## src/sfp_pkg.sv

```systemverilog
`default_nettype none

package sfp_pkg;

  // Frame geometry.
  localparam int FrameBytes   = 19;
  localparam int MaxFramesDef = 2;
  localparam int CountWidth   = 6;
  localparam int PosWidth     = 5;

  // Result queue.
  localparam int FifoDepth    = 4;
  localparam int FifoPtrWidth = 2;
  localparam int FifoCntWidth = 3;

  // Register map, as word indexes.
  localparam logic RegHeaderFirst  = 1'b0;
  localparam logic RegHeaderSecond = 1'b1;

  // Message types.
  localparam logic [7:0] TypeStatus = 8'h02;
  localparam logic [7:0] TypeVerify = 8'h09;

  // Speed modes.
  localparam logic [3:0] ModeEco      = 4'd0;
  localparam logic [3:0] ModeNormal   = 4'd1;
  localparam logic [3:0] ModeCruise   = 4'd2;
  localparam logic [3:0] ModeSport    = 4'd3;
  localparam logic [3:0] ModeHike     = 4'd4;
  localparam logic [3:0] ModeAuto     = 4'd5;
  localparam logic [3:0] ModeLaunch   = 4'd6;
  localparam logic [3:0] ModeAntislip = 4'd7;
  localparam logic [3:0] ModeValet    = 4'd8;
  localparam logic [3:0] ModeNone     = 4'd10;

  localparam logic [5:0] StudyBusy = 6'd48;

  typedef enum logic [1:0] {
    StOk          = 2'd0,
    StBadHeader   = 2'd1,
    StBadChecksum = 2'd2,
    StBadLength   = 2'd3
  } sfp_status_e;

  typedef struct packed {
    logic [7:0] data_byte;
    logic       last_byte;
  } sfp_in_t;

  typedef struct packed {
    sfp_status_e status;
    logic [7:0]  sequence_res;
    logic [7:0]  frame_type;
    logic [31:0] device_ident;
    logic [3:0]  speed_mode;
    logic [3:0]  step_value;
    logic [3:0]  mode_flags;
    logic [15:0] depth_pair;
    logic [5:0]  study_info;
    logic [7:0]  version_tenths;
    logic [1:0]  notice_code;
    logic        last_result;
  } sfp_res_t;

  // Result for a notification of bad length.
  function automatic sfp_res_t sfp_error_res();
    sfp_res_t r;
    r            = '0;
    r.status     = StBadLength;
    r.speed_mode = ModeNone;
    r.last_result = 1'b1;
    return r;
  endfunction

endpackage

`default_nettype wire

```

## src/sfp_frame_dec.sv

```systemverilog
`default_nettype none

module sfp_frame_dec
  import sfp_pkg::*;
(
  input  var logic [7:0]        hdr_first_i,
  input  var logic [7:0]        hdr_second_i,
  input  var logic [17:0][7:0]  frame_i,
  input  var logic [7:0]        chk_byte_i,
  input  var logic [7:0]        sum_i,
  output sfp_res_t              res_o
);

  logic [7:0] b3;
  logic [7:0] b7;
  logic [3:0] hi_nib;

  assign b3     = frame_i[3];
  assign b7     = frame_i[7];
  assign hi_nib = frame_i[10][7:4];

  always_comb begin
    res_o            = '0;
    res_o.status     = StOk;
    res_o.speed_mode = ModeNone;
    if (frame_i[0] != hdr_first_i || frame_i[1] != hdr_second_i) begin
      res_o.status = StBadHeader;
    end else if (sum_i != chk_byte_i) begin
      res_o.status = StBadChecksum;
    end else begin
      res_o.sequence_res = frame_i[2];
      res_o.frame_type   = b3;
      res_o.device_ident = {frame_i[14], frame_i[15], frame_i[16], frame_i[17]};
      res_o.mode_flags[3] = (b3 == TypeVerify) && (frame_i[4] != 8'd0);
      if (b3 == TypeStatus) begin
        res_o.mode_flags[0] = b7[7];
        res_o.mode_flags[1] = b7[4];
        res_o.mode_flags[2] = (frame_i[12] == 8'd0);
        // Low bits of byte 7 override the mode byte.
        priority if (b7[2:0] == 3'd0) begin
          unique case (frame_i[4])
            8'd0: begin
              res_o.speed_mode = ModeEco;
              res_o.step_value = frame_i[5][3:0];
            end
            8'd1: res_o.speed_mode = ModeNormal;
            8'd2: begin
              res_o.speed_mode = ModeCruise;
              res_o.step_value = frame_i[5][7:4];
            end
            8'd3: begin
              res_o.speed_mode = ModeSport;
              res_o.step_value = frame_i[6][3:0];
            end
            8'd4: begin
              res_o.speed_mode = ModeHike;
              res_o.step_value = frame_i[6][7:4];
            end
            8'd5: res_o.speed_mode = ModeAuto;
            default: res_o.speed_mode = ModeNone;
          endcase
        end else if (b7[0]) begin
          res_o.speed_mode = ModeLaunch;
        end else if (b7[1]) begin
          res_o.speed_mode = ModeAntislip;
        end else begin
          res_o.speed_mode = ModeValet;
        end
        res_o.depth_pair = {frame_i[8], frame_i[9]};
        priority if (hi_nib == 4'd1) begin
          res_o.study_info = {2'b01, frame_i[10][3:0]};
        end else if (hi_nib > 4'd1) begin
          res_o.study_info = (frame_i[10][3:0] != 4'd0) ? StudyBusy : 6'd0;
        end else begin
          res_o.study_info = 6'd0;
        end
        res_o.version_tenths = frame_i[11];
        priority if (frame_i[13][2]) begin
          res_o.notice_code = 2'd1;
        end else if (frame_i[13][3]) begin
          res_o.notice_code = 2'd2;
        end else if (frame_i[13][4]) begin
          res_o.notice_code = 2'd3;
        end else begin
          res_o.notice_code = 2'd0;
        end
      end
    end
  end

endmodule

`default_nettype wire

```

## src/sfp_res_fifo.sv

```systemverilog
`default_nettype none

module sfp_res_fifo
  import sfp_pkg::*;
(
  input  var logic     clk_i,
  input  var logic     rst_ni,
  input  var logic     push_a_i,
  input  var sfp_res_t data_a_i,
  input  var logic     push_b_i,
  input  var sfp_res_t data_b_i,
  output logic         space_o,
  output logic         out_valid_o,
  input  var logic     out_ready_i,
  output sfp_res_t     out_data_o
);

  sfp_res_t                mem_q [FifoDepth];
  logic [FifoPtrWidth-1:0] wr_ptr_q, wr_ptr_d, rd_ptr_q, rd_ptr_d;
  logic [FifoCntWidth-1:0] cnt_q, cnt_d;
  logic [FifoPtrWidth-1:0] wr_ptr_b;
  logic                    pop;
  logic [FifoCntWidth-1:0] n_push;

  assign out_valid_o = (cnt_q != '0);
  assign out_data_o  = mem_q[rd_ptr_q];
  // Room for the two beats a notification may leave behind.
  assign space_o     = (cnt_q <= FifoCntWidth'(FifoDepth - 2));
  assign pop         = out_valid_o && out_ready_i;
  assign wr_ptr_b    = wr_ptr_q + (push_a_i ? FifoPtrWidth'(1) : '0);
  assign n_push      = FifoCntWidth'(push_a_i) + FifoCntWidth'(push_b_i);

  always_comb begin
    wr_ptr_d = wr_ptr_q + FifoPtrWidth'(n_push);
    rd_ptr_d = rd_ptr_q + (pop ? FifoPtrWidth'(1) : '0);
    cnt_d    = cnt_q + n_push - (pop ? FifoCntWidth'(1) : '0);
  end

  always_ff @(posedge clk_i or negedge rst_ni) begin
    if (!rst_ni) begin
      wr_ptr_q <= '0;
      rd_ptr_q <= '0;
      cnt_q    <= '0;
    end else begin
      wr_ptr_q <= wr_ptr_d;
      rd_ptr_q <= rd_ptr_d;
      cnt_q    <= cnt_d;
    end
  end

  always_ff @(posedge clk_i) begin
    if (push_a_i) begin
      mem_q[wr_ptr_q] <= data_a_i;
    end
    if (push_b_i) begin
      mem_q[wr_ptr_b] <= data_b_i;
    end
  end

endmodule

`default_nettype wire

```

## src/status_frame_parser_top.sv

```systemverilog
// The result beats of a notification are written into the result queue when its last
// byte is accepted; for a two-frame notification both beats are written together.
// Throughput: one byte per cycle. Input stalls only while the four-entry result queue
// holds more than two beats, i.e. when the output side is backpressured.
// Reset clears the byte count, the result queue and both header registers; the
// buffered frame bytes are not reset.
`default_nettype none

module status_frame_parser_top
  import sfp_pkg::*;
#(
  parameter int MAX_FRAMES = MaxFramesDef
) (
  input  var logic        clk_i,
  input  var logic        rst_ni,
  input  var logic        in_valid_i,
  output logic            in_ready_o,
  input  var sfp_in_t     in_data_i,
  output logic            out_valid_o,
  input  var logic        out_ready_i,
  output sfp_res_t        out_data_o,
  input  var logic        psel,
  input  var logic        penable,
  input  var logic        pwrite,
  input  var logic [2:0]  paddr,
  input  var logic [31:0] pwdata,
  output logic [31:0]     prdata,
  output logic            pready
);

  localparam int StoreBytes = FrameBytes * MAX_FRAMES;
  localparam logic [CountWidth-1:0] StoreCnt  = CountWidth'(StoreBytes);
  localparam logic [CountWidth-1:0] FrameCnt  = CountWidth'(FrameBytes);
  localparam logic [CountWidth-1:0] DoubleCnt = CountWidth'(2 * FrameBytes);
  localparam logic [PosWidth-1:0]   ChkPos    = PosWidth'(FrameBytes - 1);

  logic [7:0]            hdr_first_q, hdr_second_q;
  logic [CountWidth-1:0] cnt_q, cnt_d, cnt_inc;
  logic [PosWidth-1:0]   pos;
  logic [17:0][7:0]      fb_q;
  logic [7:0]            sum_q;
  sfp_res_t              pend_q;
  sfp_res_t              dec_res;
  sfp_res_t              res_a, res_b;
  logic                  accept, store_en, cfg_wr;
  logic                  one_frame, two_frames;
  logic                  push_a, push_b;

  // Configuration port.
  assign pready = 1'b1;
  assign cfg_wr = psel && penable && pwrite;

  always_comb begin
    unique case (paddr[2])
      RegHeaderFirst:  prdata = {24'd0, hdr_first_q};
      RegHeaderSecond: prdata = {24'd0, hdr_second_q};
      default:         prdata = '0;
    endcase
  end

  always_ff @(posedge clk_i or negedge rst_ni) begin
    if (!rst_ni) begin
      hdr_first_q  <= '0;
      hdr_second_q <= '0;
    end else if (cfg_wr) begin
      unique case (paddr[2])
        RegHeaderFirst:  hdr_first_q  <= pwdata[7:0];
        RegHeaderSecond: hdr_second_q <= pwdata[7:0];
        default:         hdr_first_q  <= hdr_first_q;
      endcase
    end
  end

  // Byte collection.
  assign accept   = in_valid_i && in_ready_o;
  assign store_en = accept && (cnt_q < StoreCnt);
  assign pos      = (cnt_q < FrameCnt) ? cnt_q[PosWidth-1:0]
                                       : PosWidth'(cnt_q - FrameCnt);
  // The count saturates one past the store size so that overlong input stays bad.
  assign cnt_inc  = (cnt_q <= StoreCnt) ? cnt_q + CountWidth'(1) : cnt_q;

  always_comb begin
    cnt_d = cnt_q;
    if (accept) begin
      cnt_d = in_data_i.last_byte ? '0 : cnt_inc;
    end
  end

  always_ff @(posedge clk_i or negedge rst_ni) begin
    if (!rst_ni) begin
      cnt_q <= '0;
    end else begin
      cnt_q <= cnt_d;
    end
  end

  always_ff @(posedge clk_i) begin
    for (int i = 0; i < 18; i++) begin
      if (store_en && pos == PosWidth'(i)) begin
        fb_q[i] <= in_data_i.data_byte;
      end
    end
  end

  // Checksum over frame bytes 2 to 17, gathered as they arrive.
  always_ff @(posedge clk_i) begin
    if (store_en) begin
      if (pos == '0) begin
        sum_q <= '0;
      end else if (pos >= PosWidth'(2) && pos < ChkPos) begin
        sum_q <= sum_q + in_data_i.data_byte;
      end
    end
  end

  sfp_frame_dec u_dec (
    .hdr_first_i  (hdr_first_q),
    .hdr_second_i (hdr_second_q),
    .frame_i      (fb_q),
    .chk_byte_i   (in_data_i.data_byte),
    .sum_i        (sum_q),
    .res_o        (dec_res)
  );

  // The first frame of a long notification is decoded when its check byte arrives.
  always_ff @(posedge clk_i) begin
    if (accept && cnt_q == FrameCnt - CountWidth'(1)) begin
      pend_q <= dec_res;
    end
  end

  assign one_frame  = (cnt_inc == FrameCnt);
  assign two_frames = (MAX_FRAMES == 2) && (cnt_inc == DoubleCnt);

  always_comb begin
    push_a = accept && in_data_i.last_byte;
    push_b = push_a && two_frames;
    res_b  = dec_res;
    res_b.last_result = 1'b1;
    priority if (two_frames) begin
      res_a = pend_q;
      res_a.last_result = 1'b0;
    end else if (one_frame) begin
      res_a = dec_res;
      res_a.last_result = 1'b1;
    end else begin
      res_a = sfp_error_res();
    end
  end

  sfp_res_fifo u_fifo (
    .clk_i       (clk_i),
    .rst_ni      (rst_ni),
    .push_a_i    (push_a),
    .data_a_i    (res_a),
    .push_b_i    (push_b),
    .data_b_i    (res_b),
    .space_o     (in_ready_o),
    .out_valid_o (out_valid_o),
    .out_ready_i (out_ready_i),
    .out_data_o  (out_data_o)
  );

endmodule

`default_nettype wire
```

## config.mk

```make
export PLATFORM = sky130hd
export DESIGN_NAME = status_frame_parser_top
export DESIGN_NICKNAME = d
export VERILOG_FILES = /design/src/sfp_pkg.sv /design/src/sfp_frame_dec.sv /design/src/sfp_res_fifo.sv /design/src/status_frame_parser_top.sv
export SDC_FILE = /design/constraint.sdc
export NUM_CORES = 1
export LEC_CHECK = 0
export BUFFER_PORTS_ARGS = -buffer_cell sky130_fd_sc_hd__buf_2
export CAP_MARGIN = 20
export CELL_PAD_IN_SITES_DETAIL_PLACEMENT = 1
export CELL_PAD_IN_SITES_GLOBAL_PLACEMENT = 2
export CORE_ASPECT_RATIO = 0.8
export CORE_MARGIN = 4
export CORE_UTILIZATION = 49
export DETAILED_ROUTE_END_ITERATION = 10
export PLACE_DENSITY = 0.94
export SLEW_MARGIN = 20
export SYNTH_ARGS = -nofsm -noshare
export SYNTH_HDL_FRONTEND = slang
export SYNTH_HIERARCHICAL = 1
export SYNTH_SLANG_ARGS = --single-unit
```

## constraint.sdc

```tcl
create_clock -name clk_i -period 17.9 [get_ports clk_i]
set_clock_uncertainty 0.05 [all_clocks]
set_input_delay 1.79 -clock clk_i [delete_from_list [all_inputs] [get_ports clk_i]]
set_output_delay 1.79 -clock clk_i [all_outputs]
set_load 0.05 [all_outputs]
```

==> metrics.md <==
| Metric | Value |
|---|---|
| Area delta synth->final | 11.1% |
| Most used cell, CP | nand2_1 |
| Clock Power Share | 0.308 |
| Post-cts repair resize count | 0 |
| CP startpoint | cnt_q[0]$_DFFE_PN0P_ |
| CP Capture Type | flop |
| Fill cell count | 5,838 |
| Most common cell after layout, fill and taps aside | edfxtp_1 |
| Synthesized area per cell | 15.7 sq um |
| Drt pass-1 iters | 6 |
| Setup_tns | 0 ps |
| Final Util | 0.549 |
| Hold Path Class | flop to flop |
| MaxCap Viol Count | 0 |
| Global route total overflow | 0 |
| Ys Warns | 6 |
| Final period util | 0.322 |
| Pins Over Slew Limit | 0 |
| Syn Inst Count | 1,967 |
| Worst-skew pair later-pin latency | 600 ps |
| Pwr dens | 131 nW/um^2 |
| Detailed Place HPWL | 47,600 um |
| TritonCTS buffer count | 68 |
| Slew HR | 0.277 |
| Logic pwr share | 0.285 |
| Crit-path max FO | 54 |
| Critical Path Max Stage Delay | 910 ps |
| Ratio of cells with drive above 1 in the final layout | 0.362 |
| CP Cell Sequence | ha_1, xor2_1, nand2_1, mux2i_4, nand2_1, nor3b_1, and3_4, a31o_4, buf_4 |
| Met3 wire length | 6860 um |
| RSZ-0062 raised after global routing | no |
| Fmax | 174 MHz |
| # hold bufs at CTS | 0 |
| Tot GR Track Use | 0.258 |
| TritonCTS clock tree | done |
| Design Power | 0.00450 W |
| Final net count | 2,128 |
| Post-route cell area | 34,400 sq um |
| PnR worst setup slack | 12,140 ps |
| DP Worst Slack | 12,030 ps |
| Tightest Pin Transition | 1080 ps |
| Via count | 18,600 |
| PortBufs | 129 |
| Worst R2R Setup Slack | 12,140 ps |
| DIE HEIGHT | 233 um |
| Psw | 0.00159 W |
| Postcts setup bufs | 0 |
| Post-DR vias/cell | 6.31 |
| CTS clk-pin slew, worst paths | 60 ps |
| Critical path depth | 9 |
| R2R depth | 9 |
| CP max-delay cell | and3_4 |
| Post-synthesis cell area | 30,900 sq um |
| Critical path type | flop to flop |
| Largest net degree at the start of global routing | 69 |
| Tmin final | 5760 ps |
| Area after DPL | 32,200 sq um |
| Data required, critical path | 18,060 ps |
| CTS Root Cell | clkbuf_16 |
| Final Hold Fails | 0 |
| CTS sink cnt | 647 |
| Status | finished clean |
| H-tree levels | 3 |
| Drt drc | 0 |
| Finish-stage setup viols | 0 |
| Worst IR Drop VDD | 0.0000697 V |
| Core Area | 62,600 sq um |
| CTS Buffer Depth | 3 |
| Worst setup path end | u_fifo/mem_q[1][81]$_DFFE_PP_ |
| RePlAce Congestion | 0.861 |
| CP bufs+invs | 1 |
| Drt first-iter violations | 1,897 |
| CP Launch Type | flop |
| Die Area | 67,200 sq um |
| Seq pwr share | 0.407 |
| Routed met1 length | 34,600 um |
| Vias in the first global route | 20,100 |
| Most frequent cells in the layout | edfxtp_1 (618), mux2_2 (374), nor2_1 (130) |
| Initial core utilization | 0.494 |
| Initial antenna violation count | 10 |
| WL/cell | 29.2 um |
| R2r endpoint | u_fifo/mem_q[1][81]$_DFFE_PP_ |
| Crit-path leading delay family | simple AND/OR/NAND/NOR gates |
| Cell Rows | 82 |
| Die W | 289 um |
| Crit Reg-Reg Startpoint | cnt_q[0]$_DFFE_PN0P_ |
| Leak Pwr | 12.4 nW |
| Total wire length | 86,300 um |
| Antenna viol nets, final | 0 |
| Global-route wire length before repair | 130,000 um |
| Sw Share | 0.353 |
| Worst Path Arrival | 5920 ps |
| Metal2 WL | 42,100 um |
| Uppermost layer routed | met5 |
| Internal power | 0.00291 W |
| I/O pins | 181 |
[how the worst min path moves through the flow]
stage                                          from                        end  slack, ps  cells after the start
after global placement    u_fifo/cnt_q[2]$_DFF_PN0_  u_fifo/cnt_q[2]$_DFF_PN0_        430                      1
after detailed placement  u_fifo/cnt_q[2]$_DFF_PN0_  u_fifo/cnt_q[2]$_DFF_PN0_        450                      1
after global routing      u_fifo/cnt_q[2]$_DFF_PN0_  u_fifo/cnt_q[2]$_DFF_PN0_        490                      1
final                     u_fifo/cnt_q[2]$_DFF_PN0_  u_fifo/cnt_q[2]$_DFF_PN0_        460                      1
after CTS                 u_fifo/cnt_q[2]$_DFF_PN0_  u_fifo/cnt_q[2]$_DFF_PN0_        460                      1
after floorplan           u_fifo/cnt_q[2]$_DFF_PN0_  u_fifo/cnt_q[2]$_DFF_PN0_        410                      1
[sequential cells by signal (all words and copies together) (netlist names)]
register	cells
u_fifo/mem_q	380
fb_q	136
pend_q	94
hdr_first_q	8
hdr_second_q	8
sum_q	8
cnt_q	6
u_fifo/cnt_q	3
u_fifo/rd_ptr_q	2
u_fifo/wr_ptr_q	2
[per-stage QoR]
stage | hold WS (ps) | cells
floorplan | 412 | 1994
global placement | 431 | 2831
detailed placement | 447 | 2831
CTS | 463 | 2951
global route | 494 | 2954
finish | 460 | 2955
[routing by layer]
metal,track usage,vias to the layer above
met2,0.422,830
met4,0.0839,12
met3,0.0559,178
met1,0.347,9768
li1,-,7861
met5,0,-
[worst reg2reg max path, stage by stage, from the launching register on]
cell,delay (ps)
dfrtp_1,780
ha_1,600
xor2_1,340
nand2_1,140
mux2i_4,200
nand2_1,130
nor3b_1,530
and3_4,910
a31o_4,780
buf_4,900
[power groups by stage]
stage / clock, W / combinational (W) / sequential (W)
after detailed placement: 0 / 0.00129 / 0.00186
final: 0.00139 / 0.00128 / 0.00183
after floorplan: 0 / 0.00101 / 0.00180
after global routing: 0.00147 / 0.00135 / 0.00184
after CTS: 0.00141 / 0.00129 / 0.00183
after global placement: 0 / 0.00128 / 0.00185
[area by class of cell]
type	instances	area, sq um	area share
Sequential cell	647	19300	0.562
Multi-Input combinational cell	1096	10600	0.310
Clock buffer	94	1930	0.0561
Tap cell	840	1050	0.0306
Timing Repair Buffer	159	871	0.0254
Inverter	89	334	0.00972
Clock inverter	26	221	0.00645
Antenna cell	4	10.0	0.000291
No activity file was read; power rests on OpenSTA's default activity.
